`src/pct_pkg.sv`:
```
package pct_pkg;

  // result kinds
  localparam logic [1:0] KIND_CHAR    = 2'd0;
  localparam logic [1:0] KIND_RESTART = 2'd1;
  localparam logic [1:0] KIND_END     = 2'd2;

  // record type codes
  localparam logic [7:0] TYPE_ROOT    = 8'd1;
  localparam logic [7:0] TYPE_PARENT  = 8'd3;
  localparam logic [7:0] TYPE_CURRENT = 8'd4;
  localparam logic [7:0] TYPE_NAME    = 8'd5;

  localparam logic [7:0] CH_SLASH = 8'h2F;
  localparam logic [7:0] CH_DOT   = 8'h2E;

  localparam int RES_MAX = 4;  // most results one byte can cause
  localparam int CNT_W   = 3;  // holds 0..RES_MAX
  localparam int LEN_W   = 13;

  typedef struct packed {
    logic [1:0]       kind;
    logic [7:0]       ch;
    logic [LEN_W-1:0] len;
    logic             fin;
  } res_t;

endpackage

```
`src/pct_step.sv`:
```
module pct_step import pct_pkg::*; #(
  parameter int HEADER_BYTES   = 4,
  parameter int MAX_BODY_BYTES = 4096,
  localparam int HP_W = $clog2(HEADER_BYTES),
  localparam int TL_W = $clog2(MAX_BODY_BYTES + 1)
) (
  input  logic [7:0]      in_byte,
  input  logic            in_last,
  input  logic [HP_W-1:0] hp,
  input  logic [7:0]      rk,
  input  logic [7:0]      ir,
  input  logic [7:0]      hc,
  input  logic            hv,
  input  logic [TL_W-1:0] tl,
  output logic [HP_W-1:0] hp_out,
  output logic [7:0]      rk_out,
  output logic [7:0]      ir_out,
  output logic [7:0]      hc_out,
  output logic            hv_out,
  output logic [TL_W-1:0] tl_out,
  output res_t            res [RES_MAX],
  output logic [CNT_W-1:0] res_cnt
);

  logic [HP_W-1:0]  hp_v;
  logic [7:0]       rk_v;
  logic [7:0]       ir_v;
  logic [7:0]       hc_v;
  logic             hv_v;
  logic [TL_W-1:0]  tl_v;
  logic             restart;
  logic [1:0]       push_n;
  logic [7:0]       push_c [3];
  logic [CNT_W-1:0] n;

  always_comb begin
    hp_v    = hp;
    rk_v    = rk;
    ir_v    = ir;
    hc_v    = hc;
    hv_v    = hv;
    tl_v    = tl;
    restart = 1'b0;
    push_n  = 2'd0;
    push_c  = '{default: 8'h00};
    n       = '0;
    res     = '{default: '0};

    if (hp == '0 && ir != 8'd0) begin
      // identifier byte
      ir_v = ir - 8'd1;
      if (rk == TYPE_NAME) begin
        push_c[0] = in_byte;
        if (ir_v == 8'd0) begin
          push_c[1] = CH_SLASH;
          push_n    = 2'd2;
        end else begin
          push_n = 2'd1;
        end
      end
    end else begin
      if (hp == '0) begin
        rk_v = in_byte;
      end else if (hp == HP_W'(1)) begin
        ir_v = in_byte;
      end
      if (hp == HP_W'(HEADER_BYTES - 1)) begin
        hp_v = '0;
        if (rk_v == TYPE_ROOT && ir_v == 8'd0) begin
          restart   = 1'b1;
          push_c[0] = CH_SLASH;
          push_n    = 2'd1;
        end else if (rk_v == TYPE_PARENT) begin
          push_c[0] = CH_DOT;
          push_c[1] = CH_DOT;
          push_c[2] = CH_SLASH;
          push_n    = 2'd3;
        end else if (rk_v == TYPE_CURRENT) begin
          push_c[0] = CH_DOT;
          push_c[1] = CH_SLASH;
          push_n    = 2'd2;
        end else if (rk_v == TYPE_NAME && ir_v == 8'd0) begin
          push_c[0] = CH_SLASH;
          push_n    = 2'd1;
        end
      end else begin
        hp_v = hp + HP_W'(1);
      end
    end

    if (restart) begin
      res[n[1:0]].kind = KIND_RESTART;
      n    = n + CNT_W'(1);
      hv_v = 1'b0;
      tl_v = '0;
    end

    // each push releases the previously held character, if one is held
    for (int i = 0; i < 3; i++) begin
      if (2'(i) < push_n) begin
        if (hv_v) begin
          res[n[1:0]].kind = KIND_CHAR;
          res[n[1:0]].ch   = hc_v;
          n = n + CNT_W'(1);
          if (tl_v < TL_W'(MAX_BODY_BYTES)) begin
            tl_v = tl_v + TL_W'(1);
          end
        end
        hc_v = push_c[i];
        hv_v = 1'b1;
      end
    end

    if (in_last) begin
      res[n[1:0]].kind = KIND_END;
      res[n[1:0]].len  = LEN_W'(tl_v);
      n    = n + CNT_W'(1);
      hp_v = '0;
      rk_v = 8'd0;
      ir_v = 8'd0;
      hc_v = 8'd0;
      hv_v = 1'b0;
      tl_v = '0;
    end

    if (n != '0) begin
      res[n[1:0] - 2'd1].fin = 1'b1;
    end

    hp_out  = hp_v;
    rk_out  = rk_v;
    ir_out  = ir_v;
    hc_out  = hc_v;
    hv_out  = hv_v;
    tl_out  = tl_v;
    res_cnt = n;
  end

endmodule

```
`config.mk`:
```
export PLATFORM = sky130hd
export DESIGN_NAME = pct_step
export DESIGN_NICKNAME = d
export VERILOG_FILES = /design/src/pct_pkg.sv /design/src/pct_step.sv
export SDC_FILE = /design/constraint.sdc
export NUM_CORES = 1
export LEC_CHECK = 0
export BUFFER_PORTS_ARGS = -buffer_cell sky130_fd_sc_hd__buf_2
export CORE_ASPECT_RATIO = 0.8
export CORE_UTILIZATION = 52
export DETAILED_ROUTE_END_ITERATION = 6
export PLACE_DENSITY = 0.9
export SYNTH_ARGS = -nofsm -noshare
export SYNTH_HDL_FRONTEND = slang
export SYNTH_SLANG_ARGS = --single-unit
export TNS_END_PERCENT = 10
```
`constraint.sdc`:
```
create_clock -name vclk -period 13.85
set_input_delay 2.77 -clock vclk [all_inputs]
set_output_delay 2.77 -clock vclk [all_outputs]
set_load 0.02 [all_outputs]
```
Word level (Yosys, flattened, before mapping)

Index checks and enable logic that the tools add are counted.

Flip-flop bits (word level): 0
Latch bits: 0
Memory bits (writable): 0
ROM bits: 0
Output and inout bits: 139
Logic and storage cells: 150
Memories: 0

Add/sub/neg operators: 10
Multiply operators: 0
Div/mod/pow operators: 0
Order comparisons: 16
Equal/unequal tests: 7
Shifts and indexed selects: 0
Muxes and demuxes: 99
Bitwise logic cells: 5
Reduce and logical (&&, ||, !) cells: 13

Operator list:

| kind                                                        | count |
|---|---|
| bitwise mux 96 bit                                          | 9 |
| 2-to-1 mux 96 bit                                           | 8 |
| demux 24 bit (select 2 bit)                                 | 9 |
| 2-to-1 mux 13 bit                                           | 11 |
| 2-to-1 mux 8 bit                                            | 16 |
| 2-to-1 mux 24 bit                                           | 5 |
| 2-to-1 mux 22 bit                                           | 3 |
| 2-to-1 mux 16 bit                                           | 4 |
| adder 13 x 1 -> 13 bit (second input constant)              | 3 |
| less-than comparator 13 bit (second input constant)         | 3 |
| equality test 8 x 3 -> 1 bit (second input constant)        | 3 |
| 2-to-1 mux 6 bit                                            | 4 |
| 2-to-1 mux 3 bit                                            | 7 |
| 2-to-1 mux 2 bit                                            | 10 |
| logical NOT 8 bit                                           | 2 |
| greater-or-equal comparator 3 bit (second input constant)   | 5 |
| less-than comparator 3 x 1 -> 1 bit (second input constant) | 5 |
| inverter 2 -> 3 bit                                         | 5 |
| 2-to-1 mux 14 bit                                           | 1 |
| adder 3 x 1 -> 3 bit (second input constant)                | 4 |
| 2-to-1 mux 1 bit                                            | 12 |
| equality test 8 x 1 -> 1 bit (second input constant)        | 1 |
| equality test 8 x 2 -> 1 bit (second input constant)        | 1 |
| logical AND 1 bit                                           | 8 |
| 10 further kinds                                            | 11 |

Logic depth before layout (Yosys ltp)

Gate-level depths: netlist of run 1.

Word-level depth: 32
Mapped depth: 25
Gate-level depth less buffers: 22

Worst setup path before layout of run 1

No wires, ideal clock.

Path type: in2out
Start point: in hp[1]
End point: out res[8] in the netlist's numbering
Arrival: 7.727 ns
Required time: 11.080 ns
Setup slack: 3.353 ns
Stages on the path: 22
Path buffers: 2
Cell sequence: inv_1 > ha_1 > buf_6 > nand2b_4 > mux2_2 > or4_4 > o311a_1 > buf_2 > or3_1 > a21oi_1 > ha_1 > inv_1 > nor4_1 > a32oi_1 > a21oi_2 > o31ai_2 > nor3_1 > mux2i_1 > a21boi_4 > nand3_2 > and3_1 > nor3_1

RTL lines:

| item        | line           | text |
|---|---|---|
| from (decl) | pct_step.sv:9  | `input logic [HP_W-1:0] hp,` |
| to (decl)   | pct_step.sv:21 | `output res_t res [RES_MAX],` |

==> out/results.ini, run 1 <==
[status]
run_status = finished, final reports clean

[logic_synthesis]
synth.top_cell.area_share_pct = 12.4
seq_area_frac_synth_pct = 0
post_synth_num_cell_types = 86
post_synth_instance_area_sq_um = 3610
synth_most_common_cell = sky130_fd_sc_hd__nor2_1
netlist_instances = 587
synth.largest_area_cell = sky130_fd_sc_hd__nor2_1
commonest_cells_in_the_synthesized_netlist = sky130_fd_sc_hd__nor2_1, sky130_fd_sc_hd__nand2_1, sky130_fd_sc_hd__a21oi_1
synthTopCellsByArea = sky130_fd_sc_hd__nor2_1, sky130_fd_sc_hd__ha_1, sky130_fd_sc_hd__nand2_1
postSynthAreaPerCell_sq_um = 6.14
yosysWarnings = 0

[timing]
max_slew.worst_pin.slew_ns = 0.875
timing.slew.headroom_pct = 41.2
finalSetupTns_ns = 0
post-route-period-util_pct = 86.6
endpoints_failing_setup = 0
fmaxAchievable_mhz = 83.4
setup_repair_after_global_routing_missed_its_margin = no
timing.final.hold_violations = 0
period_minus_slack_ns = 11.99
maxSlewViolCount = 0

[layout]
layout.sequential_cells = 0
final_layout_size_suffix_gt1_share_pct = 29.7
area_delta_synth_final_pct = 24.5
area.sequential_sq_um = 0
multi_input_comb_area_sq_um = 3410
antenna_cells = 0
n_clock_buffer = 0
layoutNonFillerInstCount = 827
finished_core_util_pct = 68.7
count_of_filler_cells_inserted_in_the_layout = 608
post_layout_net_count = 816
fin_area_sq_um = 4490

[run]
cap_violations = 0

[setup_path]
crit_path_cell_trace = buf_2, inv_1, ha_1, nor2b_1, mux2i_1, or4_4, o311a_1, or3_1, a21oi_1, ha_1, inv_1, nor4_1, a32oi_1, a21oi_2, o31ai_2, nor3_1, mux2i_1, a21boi_4, nand3_2, o31ai_1, nor3_1, buf_2
worst_setup_path_end_kind = output pin
timing_worst_setup_path_type = input port to output pin
slowest_stage = sky130_fd_sc_hd__o31ai_1
critPathBufInv = 4
endpoint_arrival_time_on_the_critical_path_ns = 9.22
path_max_fanout = 19
max_stage_delay_ns = 0.72
critPathTopFamily = simple AND/OR/NAND/NOR gates
worstSetupStartpointType = input port
required_ns = 11.08

[power]
power_frac_seq_pct = 0
power_leakage_nw = 2.19
combinationalPowerShare_pct = 100.0
power_per_cell_area_nw_per_um2 = 21.3
net-switching-power_uw = 63.7
share_of_total_power_consumed_by_net_switching_pct = 66.8
ir_drop_mv = 0.0148
clockPowerShare_pct = 0
internal_power_uw = 31.7

[routing]
final_antenna_net_count = 0
drc_errors = 0
routed_wl_mm = 14.4
detailedRoute.firstPassIterationCount = 5
routed-via-count = 5223
wire_per_inst_um = 17.5
first_iter_violations = 505
detail_route.vias_per_cell = 6.32

[clock_tree]
cts.repair.resized = 0
post_cts_buffers = 0
post_cts_hold_buffer_count = 0

[floorplanning]
fp.coreArea_sq_um = 6540
die_area_sq_um = 7270
die_width_um = 95.1
die_h_um = 76.5
placementRows = 26
num_io_pins = 188
initial_core_util_pct = 55.1

[global_route]
number_of_antenna_violations_at_the_first_check_in_global_routing = 0
overflow = 0
global_routing_usage_summed_across_all_routing_layers_pct = 38.2
grt_start_max_net_pins = 48
grt_pass1_vias = 4492
grt_first_pass_wirelength_mm = 22.6

[place]
gpl.final_weighted_congestion = 1.06
place.detailed.hpwl_mm = 11.6
dpl-instance-area_sq_um = 4490
dp.cells = 827
placement.io_buffers = 177

[min_path]
min-delay-path-class = input port to output pin

-- path summary, 6_finish.rpt --
path	from	end	cells after the start
worst max-delay path	hp[0]	res[8]	22
worst min-delay path	rk[3]	rk_out[3]	4
-- through the flow --
| step | setup WS, ns | power [mW] | hold slack [ns] |
|---|---|---|---|
| global route | 1.57 | 0.102 | 5.92 |
| CTS | 2.04 | 0.0926 | 5.90 |
| global placement | 2.26 | 0.0910 | 5.90 |
| finish | 1.86 | 0.0955 | 5.91 |
| detailed placement | 2.05 | 0.0922 | 5.90 |
| floorplan | 3.35 | 0.0602 | 5.72 |
-- layer usage --
layer | vias to the layer above | GRT usage [%] | part of all wire (%)
met5 | - | 0 | 0
met4 | 0 | 9.09 | 2.4
met3 | 35 | 3.29 | 11
met2 | 387 | 62.3 | 45
met1 | 2365 | 53.3 | 42
li1 | 2436 | - | -
-- final cells by class --
cell class	instances	share of cell area, %
inverters	17	1.42
repair buffers	180	20.2
well taps	84	2.34
multi-input cells	546	76.0
-- layout by cell type, fill, tap and decap left out, types with 7 or more instances in the layout --
master / count
sky130_fd_sc_hd__nand2_1: 73
sky130_fd_sc_hd__nand3_1: 20
sky130_fd_sc_hd__xor2_1: 7
sky130_fd_sc_hd__nor4_1: 12
sky130_fd_sc_hd__and2_1: 9
sky130_fd_sc_hd__mux2i_1: 16
sky130_fd_sc_hd__conb_1: 7
sky130_fd_sc_hd__or3_1: 12
sky130_fd_sc_hd__inv_1: 17
sky130_fd_sc_hd__buf_2: 177
sky130_fd_sc_hd__nor2b_1: 7
sky130_fd_sc_hd__a21oi_1: 43
sky130_fd_sc_hd__xnor2_1: 13
sky130_fd_sc_hd__ha_1: 22
sky130_fd_sc_hd__nor2_1: 119
sky130_fd_sc_hd__nor3_1: 22
sky130_fd_sc_hd__o21ai_0: 18
sky130_fd_sc_hd__nand2b_1: 7
-- cells by family after synthesis --
logic type                 after synthesis  share of synthesized area [%]
AOI/OAI and AO/OA                      141                           27.8
buffers and inverters                   46                           5.86
adders and majority gates               22                           7.63
muxes                                   21                           6.18
other                                    2                          0.208
and+or+nand+nor                        332                           46.1
xor gates and xnor gates                23                           6.21
-- power groups by stage --
stage / Clock [mW] / Sequential (mW) / Combinational, mW
after global placement: 0 / 0 / 0.0910
after CTS: 0 / 0 / 0.0926
after floorplan: 0 / 0 / 0.0602
after global routing: 0 / 0 / 0.102
final: 0 / 0 / 0.0955
after detailed placement: 0 / 0 / 0.0922
(Power assumes the default switching activity.)
==> run 2, diff against run 1 <==
CORE_MARGIN = 2   (was default)
MAX_ROUTING_LAYER = met4   (was default)
==> out/results.ini, run 2 (synthesized netlist as in run 1, its figures left out) <==
[timing]
period_minus_slack_ns = 12.02  ; was 11.99 ns
post-route-period-util_pct = 86.8  ; was 86.6%
setup_repair_after_global_routing_missed_its_margin = no  ; unchanged
endpoints_failing_setup = 0  ; unchanged
max_slew.worst_pin.slew_ns = 0.854  ; was 0.875 ns
timing.slew.headroom_pct = 43.1  ; was 41.2%
fmaxAchievable_mhz = 83.2  ; was 83.4 MHz
whs_ns = 5.91  ; about the same
final.setup.worst_slack_ns = 1.83  ; was 1.86 ns
timing.final.hold_violations = 0  ; unchanged
maxSlewViolCount = 0  ; unchanged
finalSetupTns_ns = 0  ; unchanged

[layout]
final_layout_size_suffix_gt1_share_pct = 29.7  ; unchanged
antenna_cells = 0  ; unchanged
area_delta_synth_final_pct = 24.6  ; was 24.5%
layout.sequential_cells = 0  ; unchanged
mostFrequentLayoutCells = sky130_fd_sc_hd__buf_2, sky130_fd_sc_hd__nor2_1, sky130_fd_sc_hd__nand2_1  ; unchanged
area.sequential_sq_um = 0  ; unchanged
count_of_filler_cells_inserted_in_the_layout = 637  ; was 608
most_frequent_standard_cell_in_the_layout_excluding_fill_and_tap_cells = sky130_fd_sc_hd__buf_2  ; unchanged
n_clock_buffer = 0  ; unchanged
post_layout_net_count = 816  ; unchanged

[setup_path]
worstSetupStartpointType = input port  ; unchanged
crit_path_cell_trace = buf_2, inv_1, ha_1, nor2b_1, mux2i_1, or4_4, o311a_1, or3_1, a21oi_1, ha_1, inv_1, nor4_1, a32oi_1, a21oi_2, o31ai_2, nor3_1, mux2i_1, a21boi_4, nand3_2, o31ai_1, nor3_1, buf_2  ; unchanged
slowest_stage = sky130_fd_sc_hd__nor2b_1  ; was sky130_fd_sc_hd__o31ai_1
timing_worst_setup_path_type = input port to output pin  ; unchanged
worst_setup_path_end_kind = output pin  ; unchanged
required_ns = 11.08  ; about the same
endpoint_arrival_time_on_the_critical_path_ns = 9.25  ; was 9.22 ns
path_max_fanout = 19  ; unchanged
max_stage_delay_ns = 0.75  ; was 0.72 ns

[routing]
highest_layer = met4  ; unchanged
final_antenna_net_count = 0  ; unchanged
detailed_routing_wirelength_on_met1_mm = 6.22  ; was 6.04 mm
routed-via-count = 5237  ; was 5,223
met2_length_mm = 6.60  ; was 6.44 mm
detail_route.vias_per_cell = 6.31  ; was 6.32
routed_wl_mm = 14.7  ; was 14.4 mm
first_iter_violations = 501  ; was 505
wire_per_inst_um = 17.8  ; was 17.5 um
met3WireLength_mm = 1.65  ; was 1.61 mm
detailedRoute.firstPassIterationCount = 6  ; was 5
drc_errors = 0  ; unchanged

[clock_tree]
post_cts_buffers = 0  ; unchanged
cts.repair.resized = 0  ; unchanged
post_cts_hold_buffer_count = 0  ; unchanged

[floorplanning]
die_width_um = 97.1  ; was 95.1 um
placementRows = 27  ; was 26
num_io_pins = 188  ; unchanged
initial_core_util_pct = 53.1  ; was 55.1%
fp.coreArea_sq_um = 6790  ; was 6540 sq um
die_h_um = 78.5  ; was 76.5 um
die_area_sq_um = 7620  ; was 7270 sq um

[power]
finalPower_uw = 96.1  ; was 95.5 uW
power_per_cell_area_nw_per_um2 = 21.4  ; was 21.3 nW/um^2
ir_drop_mv = 0.0139  ; was 0.0148 mV
power_leakage_nw = 2.19  ; unchanged

[place]
post-place-ws_ns = 1.91  ; was 2.05 ns
gpl.final_weighted_congestion = 1.05  ; was 1.06
placement.io_buffers = 177  ; unchanged
place.detailed.hpwl_mm = 11.8  ; was 11.6 mm

[run]
cap_violations = 0  ; unchanged

[global_route]
global_routing_usage_summed_across_all_routing_layers_pct = 36.7  ; was 38.2%
grt_start_max_net_pins = 48  ; unchanged
grt_first_pass_wirelength_mm = 23.2  ; was 22.6 mm
number_of_antenna_violations_at_the_first_check_in_global_routing = 0  ; unchanged
grt_pass1_vias = 4663  ; was 4,492
overflow = 0  ; unchanged

[min_path]
min-delay-path-class = input port to output pin  ; unchanged

[status]
run_status = finished, final reports clean  ; unchanged

==> run 2: where the power goes <==
group          switching, mW  internal (mW)  total [mW]
Sequential                 0              0           0
Combinational         0.0644         0.0317      0.0961
Clock                      0              0           0
Total                 0.0644         0.0317      0.0961
==> run 2: routing by layer <==
| layer | vias to the layer above | track usage [%] |
|---|---|---|
| li1 | 2421 | - |
| met4 | 0 | 7.18 |
| met2 | 389 | 60.2 |
| met3 | 34 | 3.56 |
| met1 | 2393 | 49.6 |
| met5 | - | - |
==> run 2: worst max-delay path: cells and delay by family <==
kind	cells	cell delay [ns]
adder cells (fa/ha/maj)	2	0.67
buffers and inverters	4	0.45
AND/OR/NAND/NOR	7	2.48
multiplexers	2	0.54
AO/OA/AOI/OAI	7	2.31
==> run 2: through the flow <==
step                util (%)  instance area [sq um]  std cells
finish                  66.2                   4490        830
global route            66.2                   4490        830
CTS                     66.2                   4490        830
detailed placement      66.2                   4490        830
global placement        66.2                   4490        830
floorplan                  -                   3620        592
==> run 2: path summary, 6_finish.rpt <==
kind / startpoint / slack, ns / cells past startpoint / to
setup / recovery: hp[0] / 1.83 / 22 / res[8]
hold / removal: rk[7] / 5.91 / 4 / rk_out[7]
==> run 2: layout make-up <==
| type | count | area, sq um | share of cell area, % |
|---|---|---|---|
| Inverter | 17 | 63.8 | 1.42 |
| Multi-Input combinational cell | 546 | 3410 | 75.9 |
| Tap cell | 87 | 109 | 2.42 |
| Timing Repair Buffer | 180 | 908 | 20.2 |
